[src/design/rrcs_pkg.sv]
// Shared types and constants for the round-robin context switch table.
`default_nettype none
package rrcs_pkg;

    // Fixed field widths.
    localparam int PTR_W         = 64;
    localparam int TID_W         = 4;
    localparam int DEPTH_W       = 8;
    localparam int MAX_THREADS_D = 16;

    localparam logic [DEPTH_W-1:0] DEPTH_MAX = 8'd255;

    // Operation codes carried in the operation field.
    typedef enum logic [1:0] {
        OP_SWITCH  = 2'd0,
        OP_CREATE  = 2'd1,
        OP_DISABLE = 2'd2,
        OP_ENABLE  = 2'd3
    } op_t;

    // Input beat.
    typedef struct packed {
        logic [1:0]       operation;
        logic [PTR_W-1:0] stack_pointer;
    } in_beat_t;

    // Result beat.
    typedef struct packed {
        logic [PTR_W-1:0] resume_pointer;
        logic             switched;
        logic             accepted;
        logic [TID_W-1:0] current_thread;
    } out_beat_t;

    // Status of one item, passed from the scheduler to the result stage.
    typedef struct packed {
        logic             switched;
        logic             accepted;
        logic [TID_W-1:0] current_thread;
    } sched_res_t;

endpackage
`default_nettype wire

[src/design/rrcs_mem.sv]
// Saved stack pointer memory: one write port, one registered read port.
`default_nettype none
module rrcs_mem #(
    parameter int DEPTH = rrcs_pkg::MAX_THREADS_D
) (
    input  wire logic                           aclk,
    input  wire logic                           wr_en,
    input  wire logic [$clog2(DEPTH)-1:0]       wr_addr,
    input  wire logic [rrcs_pkg::PTR_W-1:0]     wr_data,
    input  wire logic                           rd_en,
    input  wire logic [$clog2(DEPTH)-1:0]       rd_addr,
    output logic      [rrcs_pkg::PTR_W-1:0]     rd_data
);
    import rrcs_pkg::*;

    logic [PTR_W-1:0] ram_reg [DEPTH];
    logic [PTR_W-1:0] rd_data_reg;

    // Write port.
    always_ff @(posedge aclk) begin
        if (wr_en) begin
            ram_reg[wr_addr] <= wr_data;
        end
    end

    // Read port; the data holds until the next read.
    always_ff @(posedge aclk) begin
        if (rd_en) begin
            rd_data_reg <= ram_reg[rd_addr];
        end
    end

    assign rd_data = rd_data_reg;

endmodule
`default_nettype wire

[src/design/rrcs_sched.sv]
// Scheduler state: thread count, current index, preemption nesting and memory requests.
`default_nettype none
module rrcs_sched #(
    parameter int MAX_THREADS = rrcs_pkg::MAX_THREADS_D
) (
    input  wire logic                             aclk,
    input  wire logic                             aresetn,
    input  wire logic                             item_en,
    input  wire rrcs_pkg::in_beat_t               item,
    output logic                                  wr_en,
    output logic [$clog2(MAX_THREADS)-1:0]        wr_addr,
    output logic [rrcs_pkg::PTR_W-1:0]            wr_data,
    output logic                                  rd_en,
    output logic [$clog2(MAX_THREADS)-1:0]        rd_addr,
    output rrcs_pkg::sched_res_t                  res
);
    import rrcs_pkg::*;

    localparam int IDX_W = $clog2(MAX_THREADS);
    localparam int CNT_W = $clog2(MAX_THREADS + 1);
    localparam logic [CNT_W-1:0] CNT_MAX = CNT_W'(MAX_THREADS);

    logic [CNT_W-1:0]   count_reg, count_next;
    logic [IDX_W-1:0]   index_reg, index_next;
    logic [DEPTH_W-1:0] depth_reg, depth_next;

    op_t              op;
    logic [CNT_W-1:0] succ;
    logic [IDX_W-1:0] rr_next;
    logic             preempt_on;

    assign op         = op_t'(item.operation);
    assign preempt_on = (depth_reg == '0);

    // Round-robin successor of the current thread, wrapping at the count.
    always_comb begin
        succ    = CNT_W'(index_reg) + CNT_W'(1);
        rr_next = (succ >= count_reg) ? '0 : succ[IDX_W-1:0];
    end

    // Next state, memory requests and item status.
    always_comb begin
        count_next         = count_reg;
        index_next         = index_reg;
        depth_next         = depth_reg;
        wr_en              = 1'b0;
        wr_addr            = index_reg;
        wr_data            = item.stack_pointer;
        rd_en              = 1'b0;
        rd_addr            = rr_next;
        res.switched       = 1'b0;
        res.accepted       = 1'b1;
        case (op)
            OP_SWITCH: begin
                if (preempt_on) begin
                    wr_en        = item_en;
                    index_next   = rr_next;
                    res.switched = (rr_next != index_reg);
                    rd_en        = item_en && res.switched;
                end
            end
            OP_CREATE: begin
                wr_addr = count_reg[IDX_W-1:0];
                if (count_reg < CNT_MAX) begin
                    wr_en      = item_en;
                    count_next = count_reg + CNT_W'(1);
                end else begin
                    res.accepted = 1'b0;
                end
            end
            OP_DISABLE: begin
                if (depth_reg != DEPTH_MAX) begin
                    depth_next = depth_reg + DEPTH_W'(1);
                end
            end
            OP_ENABLE: begin
                if (depth_reg != '0) begin
                    depth_next = depth_reg - DEPTH_W'(1);
                end
            end
            default: begin
                res.accepted = 1'b1;
            end
        endcase
        res.current_thread = TID_W'(index_next);
    end

    // State registers.
    always_ff @(posedge aclk) begin
        if (!aresetn) begin
            count_reg <= CNT_W'(1);
            index_reg <= '0;
            depth_reg <= '0;
        end else if (item_en) begin
            count_reg <= count_next;
            index_reg <= index_next;
            depth_reg <= depth_next;
        end
    end

    // The thread count always stays within one and the table depth.
    a_count_range: assert property (@(posedge aclk) disable iff (!aresetn)
        (count_reg != '0) && (count_reg <= CNT_MAX))
        else $error("thread count out of range");

    // The current thread is always one that exists.
    a_index_valid: assert property (@(posedge aclk) disable iff (!aresetn)
        CNT_W'(index_reg) < count_reg)
        else $error("current thread beyond thread count");

    // A read never targets the entry written in the same cycle.
    a_no_rw_clash: assert property (@(posedge aclk) disable iff (!aresetn)
        (wr_en && rd_en) |-> (wr_addr != rd_addr))
        else $error("read and write hit the same entry");

    // A switch that moves on reads the new thread's pointer and lands on it.
    a_switch_lands: assert property (@(posedge aclk) disable iff (!aresetn)
        rd_en |=> (index_reg == $past(rd_addr)))
        else $error("switch did not land on the thread it read");

endmodule
`default_nettype wire

[src/design/round_robin_context_switch_table.sv]
// Top level of the round-robin context switch table.
// Each accepted item is applied to the thread state and its status is held in the
// pending result register while the pointer memory's registered read port returns
// the resuming thread's stack pointer; the result then moves into the output
// register. The next item is accepted as soon as the result has left the pending
// register, even while it still waits on m_ready, so the block does not take a new
// item before the previous result has moved into the output register. The pointer
// memory has no reset and needs no clearing pass; the block accepts items as soon
// as reset is released.
`default_nettype none
module round_robin_context_switch_table #(
    parameter int MAX_THREADS = rrcs_pkg::MAX_THREADS_D
) (
    input  wire logic                aclk,
    input  wire logic                aresetn,
    input  wire logic                s_valid,
    output logic                     s_ready,
    input  wire rrcs_pkg::in_beat_t  s_data,
    output logic                     m_valid,
    input  wire logic                m_ready,
    output rrcs_pkg::out_beat_t      m_data
);
    import rrcs_pkg::*;

    localparam int IDX_W = $clog2(MAX_THREADS);

    logic             accept;
    logic             wr_en, rd_en;
    logic [IDX_W-1:0] wr_addr, rd_addr;
    logic [PTR_W-1:0] wr_data, rd_data;
    sched_res_t       res;

    logic       pend_reg, pend_next;
    sched_res_t res_reg;
    logic       out_valid_reg, out_valid_next;
    out_beat_t  out_reg;
    logic       load;

    assign s_ready = !pend_reg;
    assign accept  = s_valid && s_ready;

    rrcs_sched #(
        .MAX_THREADS (MAX_THREADS)
    ) u_sched (
        .aclk    (aclk),
        .aresetn (aresetn),
        .item_en (accept),
        .item    (s_data),
        .wr_en   (wr_en),
        .wr_addr (wr_addr),
        .wr_data (wr_data),
        .rd_en   (rd_en),
        .rd_addr (rd_addr),
        .res     (res)
    );

    rrcs_mem #(
        .DEPTH (MAX_THREADS)
    ) u_mem (
        .aclk    (aclk),
        .wr_en   (wr_en),
        .wr_addr (wr_addr),
        .wr_data (wr_data),
        .rd_en   (rd_en),
        .rd_addr (rd_addr),
        .rd_data (rd_data)
    );

    // Result moves to the output register once that register is free.
    always_comb begin
        load           = pend_reg && (!out_valid_reg || m_ready);
        pend_next      = accept || (pend_reg && !load);
        out_valid_next = load || (out_valid_reg && !m_ready);
    end

    // Control registers.
    always_ff @(posedge aclk) begin
        if (!aresetn) begin
            pend_reg      <= 1'b0;
            out_valid_reg <= 1'b0;
        end else begin
            pend_reg      <= pend_next;
            out_valid_reg <= out_valid_next;
        end
    end

    // Payload registers.
    always_ff @(posedge aclk) begin
        if (accept) begin
            res_reg <= res;
        end
        if (load) begin
            out_reg.resume_pointer <= res_reg.switched ? rd_data : '0;
            out_reg.switched       <= res_reg.switched;
            out_reg.accepted       <= res_reg.accepted;
            out_reg.current_thread <= res_reg.current_thread;
        end
    end

    assign m_valid = out_valid_reg;
    assign m_data  = out_reg;

endmodule
`default_nettype wire

[config.mk]
export PLATFORM = sky130hd
export DESIGN_NAME = round_robin_context_switch_table
export DESIGN_NICKNAME = d
export VERILOG_FILES = /design/src/design/rrcs_pkg.sv /design/src/design/rrcs_mem.sv /design/src/design/rrcs_sched.sv /design/src/design/round_robin_context_switch_table.sv
export SDC_FILE = /design/constraint.sdc
export NUM_CORES = 1
export LEC_CHECK = 0
export BUFFER_PORTS_ARGS = -buffer_cell sky130_fd_sc_hd__buf_2
export CAP_MARGIN = 20
export CORE_MARGIN = 3
export CORE_UTILIZATION = 56
export CTS_CLUSTER_DIAMETER = 150
export CTS_CLUSTER_SIZE = 8
export DETAILED_ROUTE_END_ITERATION = 8
export GPL_TIMING_DRIVEN = 0
export PLACE_DENSITY_LB_ADDON = 0.2
export SYNTH_ARGS = -nofsm -noshare
export SYNTH_HDL_FRONTEND = slang
export SYNTH_SLANG_ARGS = --single-unit
[constraint.sdc]
create_clock -name aclk -period 5.4 [get_ports aclk]
set_clock_uncertainty 0.05 [all_clocks]
set_input_delay 1.08 -clock aclk [delete_from_list [all_inputs] [get_ports aclk]]
set_output_delay 1.08 -clock aclk [all_outputs]
set_load 0.03 [all_outputs]
; After elaboration in Yosys (flattened, before gate mapping)
; Memories as Yosys holds them, arrays and structs flattened. A register that Yosys moved wholly into a read port is not among the register bits.
; Index checks and enable logic that the tools add are counted.
[word_totals]
n_memories = 1
wordCells = 60
output_inout_bits = 72
ramBits = 1024
reg_bits = 95
[classes]
n_lt_le_gt_ge = 2
n_eq_ne = 7
mux = 15
n_addsub = 4
reduce_logical = 19
[memory_table]
columns = memory, words, width, read_ports, rd_ports_with_merged_regs, write_ports, line_no
row1 = u_mem.ram_reg, 16, 64, 1, 1, 1, rrcs_mem.sv:16  ; logic [PTR_W-1:0] ram_reg [DEPTH];
[op_table]
columns = cell, n
row1 = $mux 4, 4
row2 = $mux 8, 2
row3 = $pmux 8 s2, 1
row4 = $add 8x1->8 const B, 1
row5 = $logic_not 8->1, 1
row6 = $ne 8x8->1 const B, 1
row7 = $reduce_bool 8->1, 1
row8 = $sub 8x1->8 const B, 1
row9 = $mux 1, 7
row10 = $add 4x1->5 const B, 1
row11 = $add 5x1->5 const B, 1
row12 = $ge 5x5->1, 1
row13 = $logic_and 1x1->1, 5
row14 = $lt 5x5->1 const B, 1
row15 = $eq 2x2->1 const B, 2
row16 = $logic_not 1->1, 4
row17 = $ne 2x1->1 const B, 2
row18 = $ne 4x4->1, 1
row19 = $reduce_and 4->1, 1
row20 = $logic_or 1x1->1, 3
row21 = $reduce_and 3->1, 1
row22 = $eq 2x1->1 const B, 1
row23 = $logic_not 2->1, 1
row24 = $pmux 1 s2, 1
row25 = 2 further kinds, 2

; Longest topological paths before layout
; Gate-level depths: netlist of run 1.
[depth]
depth_word = 7
mapped_depth = 16
mapped_depth_nobuf = 10

; Hierarchy
; A second synthesis of run 1 with hierarchy kept.
[unflattened]
cells_unflattened = 2033
hier_area_um2 = 44923.1
[by_module_without_submodules]
columns = module, seq_area_each_um2, area_each_um2, n_inst, cells_each
row1 = rrcs_mem, 32671.3, 40223.6, 1, 1647
row2 = round_robin_context_switch_table, 2322.2, 2861.5, 1, 155
row3 = rrcs_sched, 340.3, 1838.0, 1, 231

; Least setup slack after synthesis of run 1
; OpenSTA, ideal clock, no wires.
[synth_timing]
path_kind = input to register
startpoint = input s_valid
endpoint = memory u_mem.ram_reg[14][0] (enable)
path_slack_ps = -300
t_required_ps = 4863
arrival_time_ps = 5163
setup_time_ps = 487
path_buffers = 0
cell_stages = 5
cell_sequence = nor2b_1 nor3b_2 nor2b_1 or3_1 nor2_1
[synth_between]
elab_chain_cells = 5
[synth_lines]
columns = item, line_no
row1 = from (decl), round_robin_context_switch_table.sv:16  ; input wire logic s_valid,
row2 = $logic_and 1x1->1 *, round_robin_context_switch_table.sv:40  ; assign accept = s_valid && s_ready;
row3 = "$mux 1, on equally long branches", "rrcs_sched.sv:64, rrcs_sched.sv:55"
row4 = $pmux 1 s2 *, rrcs_sched.sv:53  ; case (op)
row5 = $mux 1 *, rrcs_mem.sv:21  ; if (wr_en) begin
row6 = $mux 1 (implied by the code) *, rrcs_mem.sv:22  ; ram_reg[wr_addr] <= wr_data;
row7 = to (decl), rrcs_mem.sv:16
; Every way passes the cells marked *; elsewhere a longest branch is shown, timed or not.

; Final worst setup path of run 1
[layout_timing]
startpoint = register u_sched.index_reg[0]
endpoint = register u_mem.rd_data_reg[34] (netlist: u_mem.rd_data[34]) (read register of u_mem.ram_reg), data pin
[layout_between]
elab_chain_cells = 7
[layout_lines]
columns = item, line_no
row1 = from (decl), rrcs_sched.sv:24  ; logic [IDX_W-1:0] index_reg, index_next;
row2 = from (signal assigned), rrcs_sched.sv:96  ; index_reg <= index_next;
row3 = $add 4x1->5, rrcs_sched.sv:37  ; succ = CNT_W'(index_reg) + CNT_W'(1);
row4 = $ge 5x5->1, rrcs_sched.sv:38  ; rr_next = (succ >= count_reg) ? '0 : succ[IDX_W-1:0];
row5 = $mux 4, rrcs_sched.sv:38
row6 = $ne 4x4->1, rrcs_sched.sv:58  ; res.switched = (rr_next != index_reg);
row7 = $logic_and 1x1->1, rrcs_sched.sv:59  ; rd_en = item_en && res.switched;
row8 = $mux 1, rrcs_sched.sv:55  ; if (preempt_on) begin
row9 = $mux 1, rrcs_sched.sv:53
row10 = to (decl), rrcs_mem.sv:17  ; logic [PTR_W-1:0] rd_data_reg;
; Parallel ways exist; a longest one is shown, timed or not.
; A chain may end at the register's enable or synchronous reset.

==> qor.yml, run 1 <==
status: "finished clean"
yosysMostFrequentCell: "edfxtp_1"
first_pass_iters: 6
pre_cts_slack_ns: 0.0545
rsz0062_at_grt: "false"
syn_inst: 2759
cts_buffers: 165
slew_violations: 0
synth_area_per_cell_um2: 16.6
clockBufferDepth: 3
max_freq_mhz: 193
drv_cap: 0
grt_pass1_wl_um: 179000
synth_cell_types: 58
synth_ff_type: "edfxtp_1"
period_needed_ns: 5.19
async_reset_ff_share_pct: 0
finalSetupViolCount: 0
antenna_found_initial: 13
die_area_um2: 85400
synth_edf_count: 1164
rows: 104
synth_seq_area_share_pct: 77.1
htree_num_levels: 4
drive_gt1_share_pct: 17.7
syn_nets: 2843
routed_wirelength_um: 119000
ant_nets: 0
wl_per_cell_um: 28.4
grt_max_degree: 45
fill_cells: 5354
r2r_slack_ns: 0.21
hold_ws_ns: 0.357
die_height_um: 292
synth.area.top_cells: "edfxtp_1 (76%), a221oi_1 (2.3%), a21oi_1 (2.2%)"
cp-end-kind: "register"
core_um2: 80800
layout.nets: 3191
largest_register_ffs: 1024
ys_seq_elements: 1183
yosys.area.top_type: "edfxtp_1"
clk_pin_slew_worst_paths_ns: 0.06
yosysWarnings: 0
synth_area_um2: 45900
period_share_pct: 96.2
required_ns: 5.83
worstPathMaxFanout: 10
drc_errors: 0
cts_tree: "built"
ir_worst_vdd_mv: 0.387
gp_congestion: 0.857
portBuffers: 141
power-per-cell-area_nw_per_um2: 376
ctsRootBufferMaster: "clkbuf_16"
critPathArrivalTime_ns: 5.62
vias: 27800
grt_pass1_vias: 28600
relSlewSlack_pct: 28.9
setup_slack_ns: 0.208
pin_count: 142
fp.dieW_um: 292
p_leak_nw: 16.9
via_per_inst: 6.63
post_cts_buffers: 0
grt_usage_pct: 28.0
overflow: 0
dp_hpwl_um: 78500
startpoint_type: "register"
synth_common_cells: "edfxtp_1 (1164), a21oi_1 (204), and2_1 (134)"
start_util_pct: 56.7
drt-initial-drc-count: 3068
syn_to_final_growth_pct: 16.4
synth_top_area_share_pct: 76.2
worst_pin_slew_ns: 1.06
clk_latency_ns: 0.75
cts_hold_buf: 0
power_mw: 20.1
clkSinkCount: 1183
hold_viol_final: 0
hold_path.class: "register to register"
crit_type: "register to register"
## layout make-up
class                   count  area, um2  area share [%]
inverters                  15       56.3           0.105
plain buffers             225        971            1.82
flip-flops and latches   1183      35300            66.2
multi-input cells        1336       9650            18.1
repair buffers            181       1550            2.89
clock inverters            12        219           0.410
clock buffers             182       4260            7.97
diodes                      7       17.5          0.0328
well taps                1060       1330            2.48
## timing repair
action                                  4_1_cts  5_1_grt
endpoints found under the hold margin         0        0
gates resized for setup                       0        3
endpoints found under the setup margin        0       38
## routing by layer
metal / track usage, % / wire (um) / vias up
met5: 0 / 22 / -
li1: - / - / 12000
met4: 12.4 / 5030 / 4
met3: 6.80 / 10700 / 321
met2: 45.6 / 57800 / 1494
met1: 36.1 / 45500 / 14000
## through the flow
| step | setup TNS [ns] | util (%) | cells | cell area, um2 |
|---|---|---|---|---|
| 3_5_place_dp | 0 | 60.5 | 4000 | 48900 |
| 2_1_floorplan | -134.85 | - | 2759 | 45900 |
| 3_3_place_gp | -2333.94 | 59.3 | 3960 | 47900 |
| 4_1_cts | 0 | 66.0 | 4194 | 53400 |
| 6_report | 0 | 66.1 | 4201 | 53400 |
| 5_1_grt | 0 | 66.0 | 4196 | 53400 |
## critical path, cell delays in order, from the launching register on
cell and delay, ns:
dfxtp_1 0.53, ha_1 0.25, xnor2_1 0.16, inv_1 0.16, buf_2 0.51, buf_2 0.37, ha_1 0.31, a21oi_2 0.18
o21ai_2 0.12, buf_2 0.31, a21boi_2 0.46, buf_2 0.54, buf_1 0.52, a22oi_1 0.16, a31o_1 0.27
## worst paths after layout
path | depth (start not counted) | startpoint | endpoint
max | 14 | u_sched.index_reg[0]$_SDFFE_PN0P_ | u_mem.rd_data[34]$_DFFE_PP_
min | 0 | res_reg[3]$_DFFE_PP_ | m_data[3]$_DFFE_PP_
max reg2reg | 14 | u_sched.index_reg[0]$_SDFFE_PN0P_ | u_mem.rd_data[34]$_DFFE_PP_
min reg2reg | 0 | res_reg[3]$_DFFE_PP_ | m_data[3]$_DFFE_PP_
## cells in the final DEF, fill, tap and decap left out, drive strengths merged, types with 3 or more instances in the layout
master / Yosys / final
nor2b: 6 / 6
nand2b: 4 / 4
and2: 134 / 134
edfxtp: 1164 / 1164
a21oi: 206 / 206
mux2i: 5 / 5
o221ai: 65 / 65
nand3: 8 / 8
clkbuf: 133 / 317
a21boi: 3 / 3
buf: 92 / 271
inv: 15 / 20
nor2: 46 / 46
mux2: 66 / 66
o21a: 3 / 3
xnor2: 9 / 9
ha: 13 / 13
a221o: 63 / 63
a31oi: 68 / 68
a221oi: 128 / 128
o211ai: 4 / 4
o2bb2ai: 64 / 64
nor3: 72 / 72
nand2: 80 / 80
dfxtp: 19 / 19
nand4: 5 / 5
a31o: 63 / 63
o22ai: 64 / 64
a22oi: 63 / 63
clkinv: 0 / 7
a211oi: 64 / 64
o21ai: 10 / 10
diode: 0 / 7
## logic make-up after synthesis
kind of cell / Yosys count / synth area share [%]
flip-flops: 1183 / 77.1
AO/OA/AOI/OAI: 876 / 14.3
AND/OR/NAND/NOR: 366 / 4.14
buffers and inverters: 240 / 2.23
multiplexers: 71 / 1.73
adder cells (fa/ha/maj): 14 / 0.398
XOR/XNOR: 9 / 0.172
## report_power, final
group	internal [mW]	switching (mW)	total, mW
combinational	0.203	0.530	0.734
sequential	10.2	0.0242	10.2
clock	5.51	3.61	9.12
Note: power is estimated with default switching activity, not from simulation.
==> inputs of run 2 (changes only) <==
--- a/config.mk
+++ b/config.mk
@@ -8,7 +8,7 @@
 export BUFFER_PORTS_ARGS = -buffer_cell sky130_fd_sc_hd__buf_2
 export CAP_MARGIN = 20
 export CORE_MARGIN = 3
-export CORE_UTILIZATION = 56
+export CORE_UTILIZATION = 62
 export CTS_CLUSTER_DIAMETER = 150
 export CTS_CLUSTER_SIZE = 8
 export DETAILED_ROUTE_END_ITERATION = 8
==> constraint.sdc (replaced) <==
create_clock -name aclk -period 5.5 [get_ports aclk]
set_clock_uncertainty 0.05 [all_clocks]
set_input_delay 1.1 -clock aclk [delete_from_list [all_inputs] [get_ports aclk]]
set_output_delay 1.1 -clock aclk [all_outputs]
set_load 0.03 [all_outputs]
==> run 2 against run 1 <==
Utilization increased by 6.6 points. First-iteration DRC count increased by 18%. Critical endpoint is now u_mem.rd_data[31]$_DFFE_PP_. Critical path depth unchanged.
==> qor.yml, run 2 (synthesis gave the netlist of run 1 again) <==
status: "finished clean"
pre_cts_slack_ns: 0.102
p_int_mw: 15.6
cp-end-kind: "register"
power-per-cell-area_nw_per_um2: 369
setup_slack_ns: 0.163
clk_pin_slew_worst_paths_ns: 0.05
clk_latency_ns: 0.72
start_util_pct: 62.7
hold_path.class: "register to register"
grt_pass1_vias: 28900
vias: 28400
seq_power_share_pct: 51.3
ant_nets: 0
fp.dieW_um: 278
swShare_pct: 20.4
final_cell_mix: "edfxtp_1 (1164), buf_2 (219), a21oi_1 (204)"
required_ns: 5.90
overflow: 0
portBuffers: 141
drt-initial-drc-count: 3610
drc_errors: 0
cts_hold_buf: 0
hold_viol_final: 0
period_needed_ns: 5.34
largest_register_ffs: 1024
cts_tree: "built"
comb_power_share_pct: 3.7
final_common_cell: "edfxtp_1"
clockBufferDepth: 3
net-switching-power_mw: 3.98
layout.nets: 3191
finalSetupViolCount: 0
core_um2: 73100
pwr-share-clk_pct: 45.1
worst_pin_slew_ns: 1.04
dp_hpwl_um: 76800
slew_violations: 0
relSlewSlack_pct: 30.5
clkSinkCount: 1183
fin_area_um2: 53100
ir_worst_vdd_mv: 0.263
cts_buffers: 165
multi_input_area_um2: 9640
critPathArrivalTime_ns: 5.74
post_cts_buffers: 0
rsz0062_at_grt: "false"
via_per_inst: 6.96
drv_cap: 0
register_area_um2: 35300
grt_pass1_wl_um: 178000
max_freq_mhz: 187
first_pass_iters: 8
rows: 99
grt_usage_pct: 30.8
worstPathMaxFanout: 10
p_leak_nw: 16.9
fill_cells: 4348
die_area_um2: 77300
antenna_found_initial: 5
ctsRootBufferMaster: "clkbuf_16"
startpoint_type: "register"
die_height_um: 278
routed_wirelength_um: 119000
syn_to_final_growth_pct: 15.9
drive_gt1_share_pct: 17.6
period_share_pct: 97.0
pin_count: 142
crit_type: "register to register"
grt_max_degree: 44
htree_num_levels: 4
place_area_um2: 48700
wl_per_cell_um: 29.1
gp_congestion: 0.876
cts_resized: 0
run 2: changes by cell type in the layout (fill, tap and decap cells not counted):
| cell | delta |
|---|---|
| diode_2 | -3 |
| buf_16 | -2 |
| inv_16 | -3 |
| clkbuf_16 | +1 |
| clkinv_16 | -1 |
| o21ai_4 | -1 |
| buf_12 | +1 |
| buf_8 | +1 |
| o21ai_2 | +1 |
| clkbuf_1 | -6 |
run 2: per-layer routing:
metal / wire length (um) / global-route usage [%] / share of wire [%]
met1: 43600 / 40.5 / 37
met2: 58000 / 50.1 / 49
met3: 12300 / 7.21 / 10
met4: 4930 / 13.3 / 4.2
met5: 9 / 0 / 0.0076
run 2: cell type report:
class / instances / share of cell area, %
repair buffers: 181 / 2.87
plain buffers: 225 / 1.83
inverters: 15 / 0.106
flip-flops and latches: 1183 / 66.5
clock inverters: 8 / 0.243
well taps: 959 / 2.26
diodes: 4 / 0.0188
clock buffers: 177 / 8.02
multi-input cells: 1336 / 18.2
run 2: through the flow:
step	hold slack (ns)	cells	setup TNS [ns]	total power, mW	utilization (%)
floorplan	0.350	2759	-79.07	10.6	-
global placement	0.360	3859	-2353.15	10.9	65.4
detailed placement	0.356	3899	0	10.9	66.7
CTS	0.368	4084	0	19.6	72.7
global route	0.370	4085	0	20.1	72.7
finish	0.366	4088	0	19.6	72.7
run 2: worst paths after layout:
path                                               endpoint  depth (start not counted)  slack, ns                         startpoint
worst max-delay path            u_mem.rd_data[31]$_DFFE_PP_                         14       0.16  u_sched.index_reg[0]$_SDFFE_PN0P_
worst min-delay path                    m_data[2]$_DFFE_PP_                          0       0.37               res_reg[2]$_DFFE_PP_
worst max register to register  u_mem.rd_data[31]$_DFFE_PP_                         14       0.16  u_sched.index_reg[0]$_SDFFE_PN0P_
worst min register to register          m_data[2]$_DFFE_PP_                          0       0.37               res_reg[2]$_DFFE_PP_
run 2: worst max-delay path, cell delays in order, from the launching register on:
cell and delay [ns]:
dfxtp_1 0.51, ha_1 0.26, xnor2_1 0.16, inv_1 0.17, buf_2 0.55, buf_2 0.40, ha_1 0.31, a21oi_2 0.19
o21ai_2 0.14, buf_2 0.31, a21boi_2 0.46, buf_2 0.53, buf_1 0.53, a22oi_1 0.19, a31o_1 0.28
run 2: power groups by stage:
stage | Clock [mW] | Combinational, mW | Sequential [mW]
finish | 8.82 | 0.719 | 10.0
global route | 9.27 | 0.770 | 10.0
CTS | 8.89 | 0.715 | 10.0
detailed placement | 0 | 0.708 | 10.2
global placement | 0 | 0.663 | 10.2
floorplan | 0 | 0.307 | 10.3
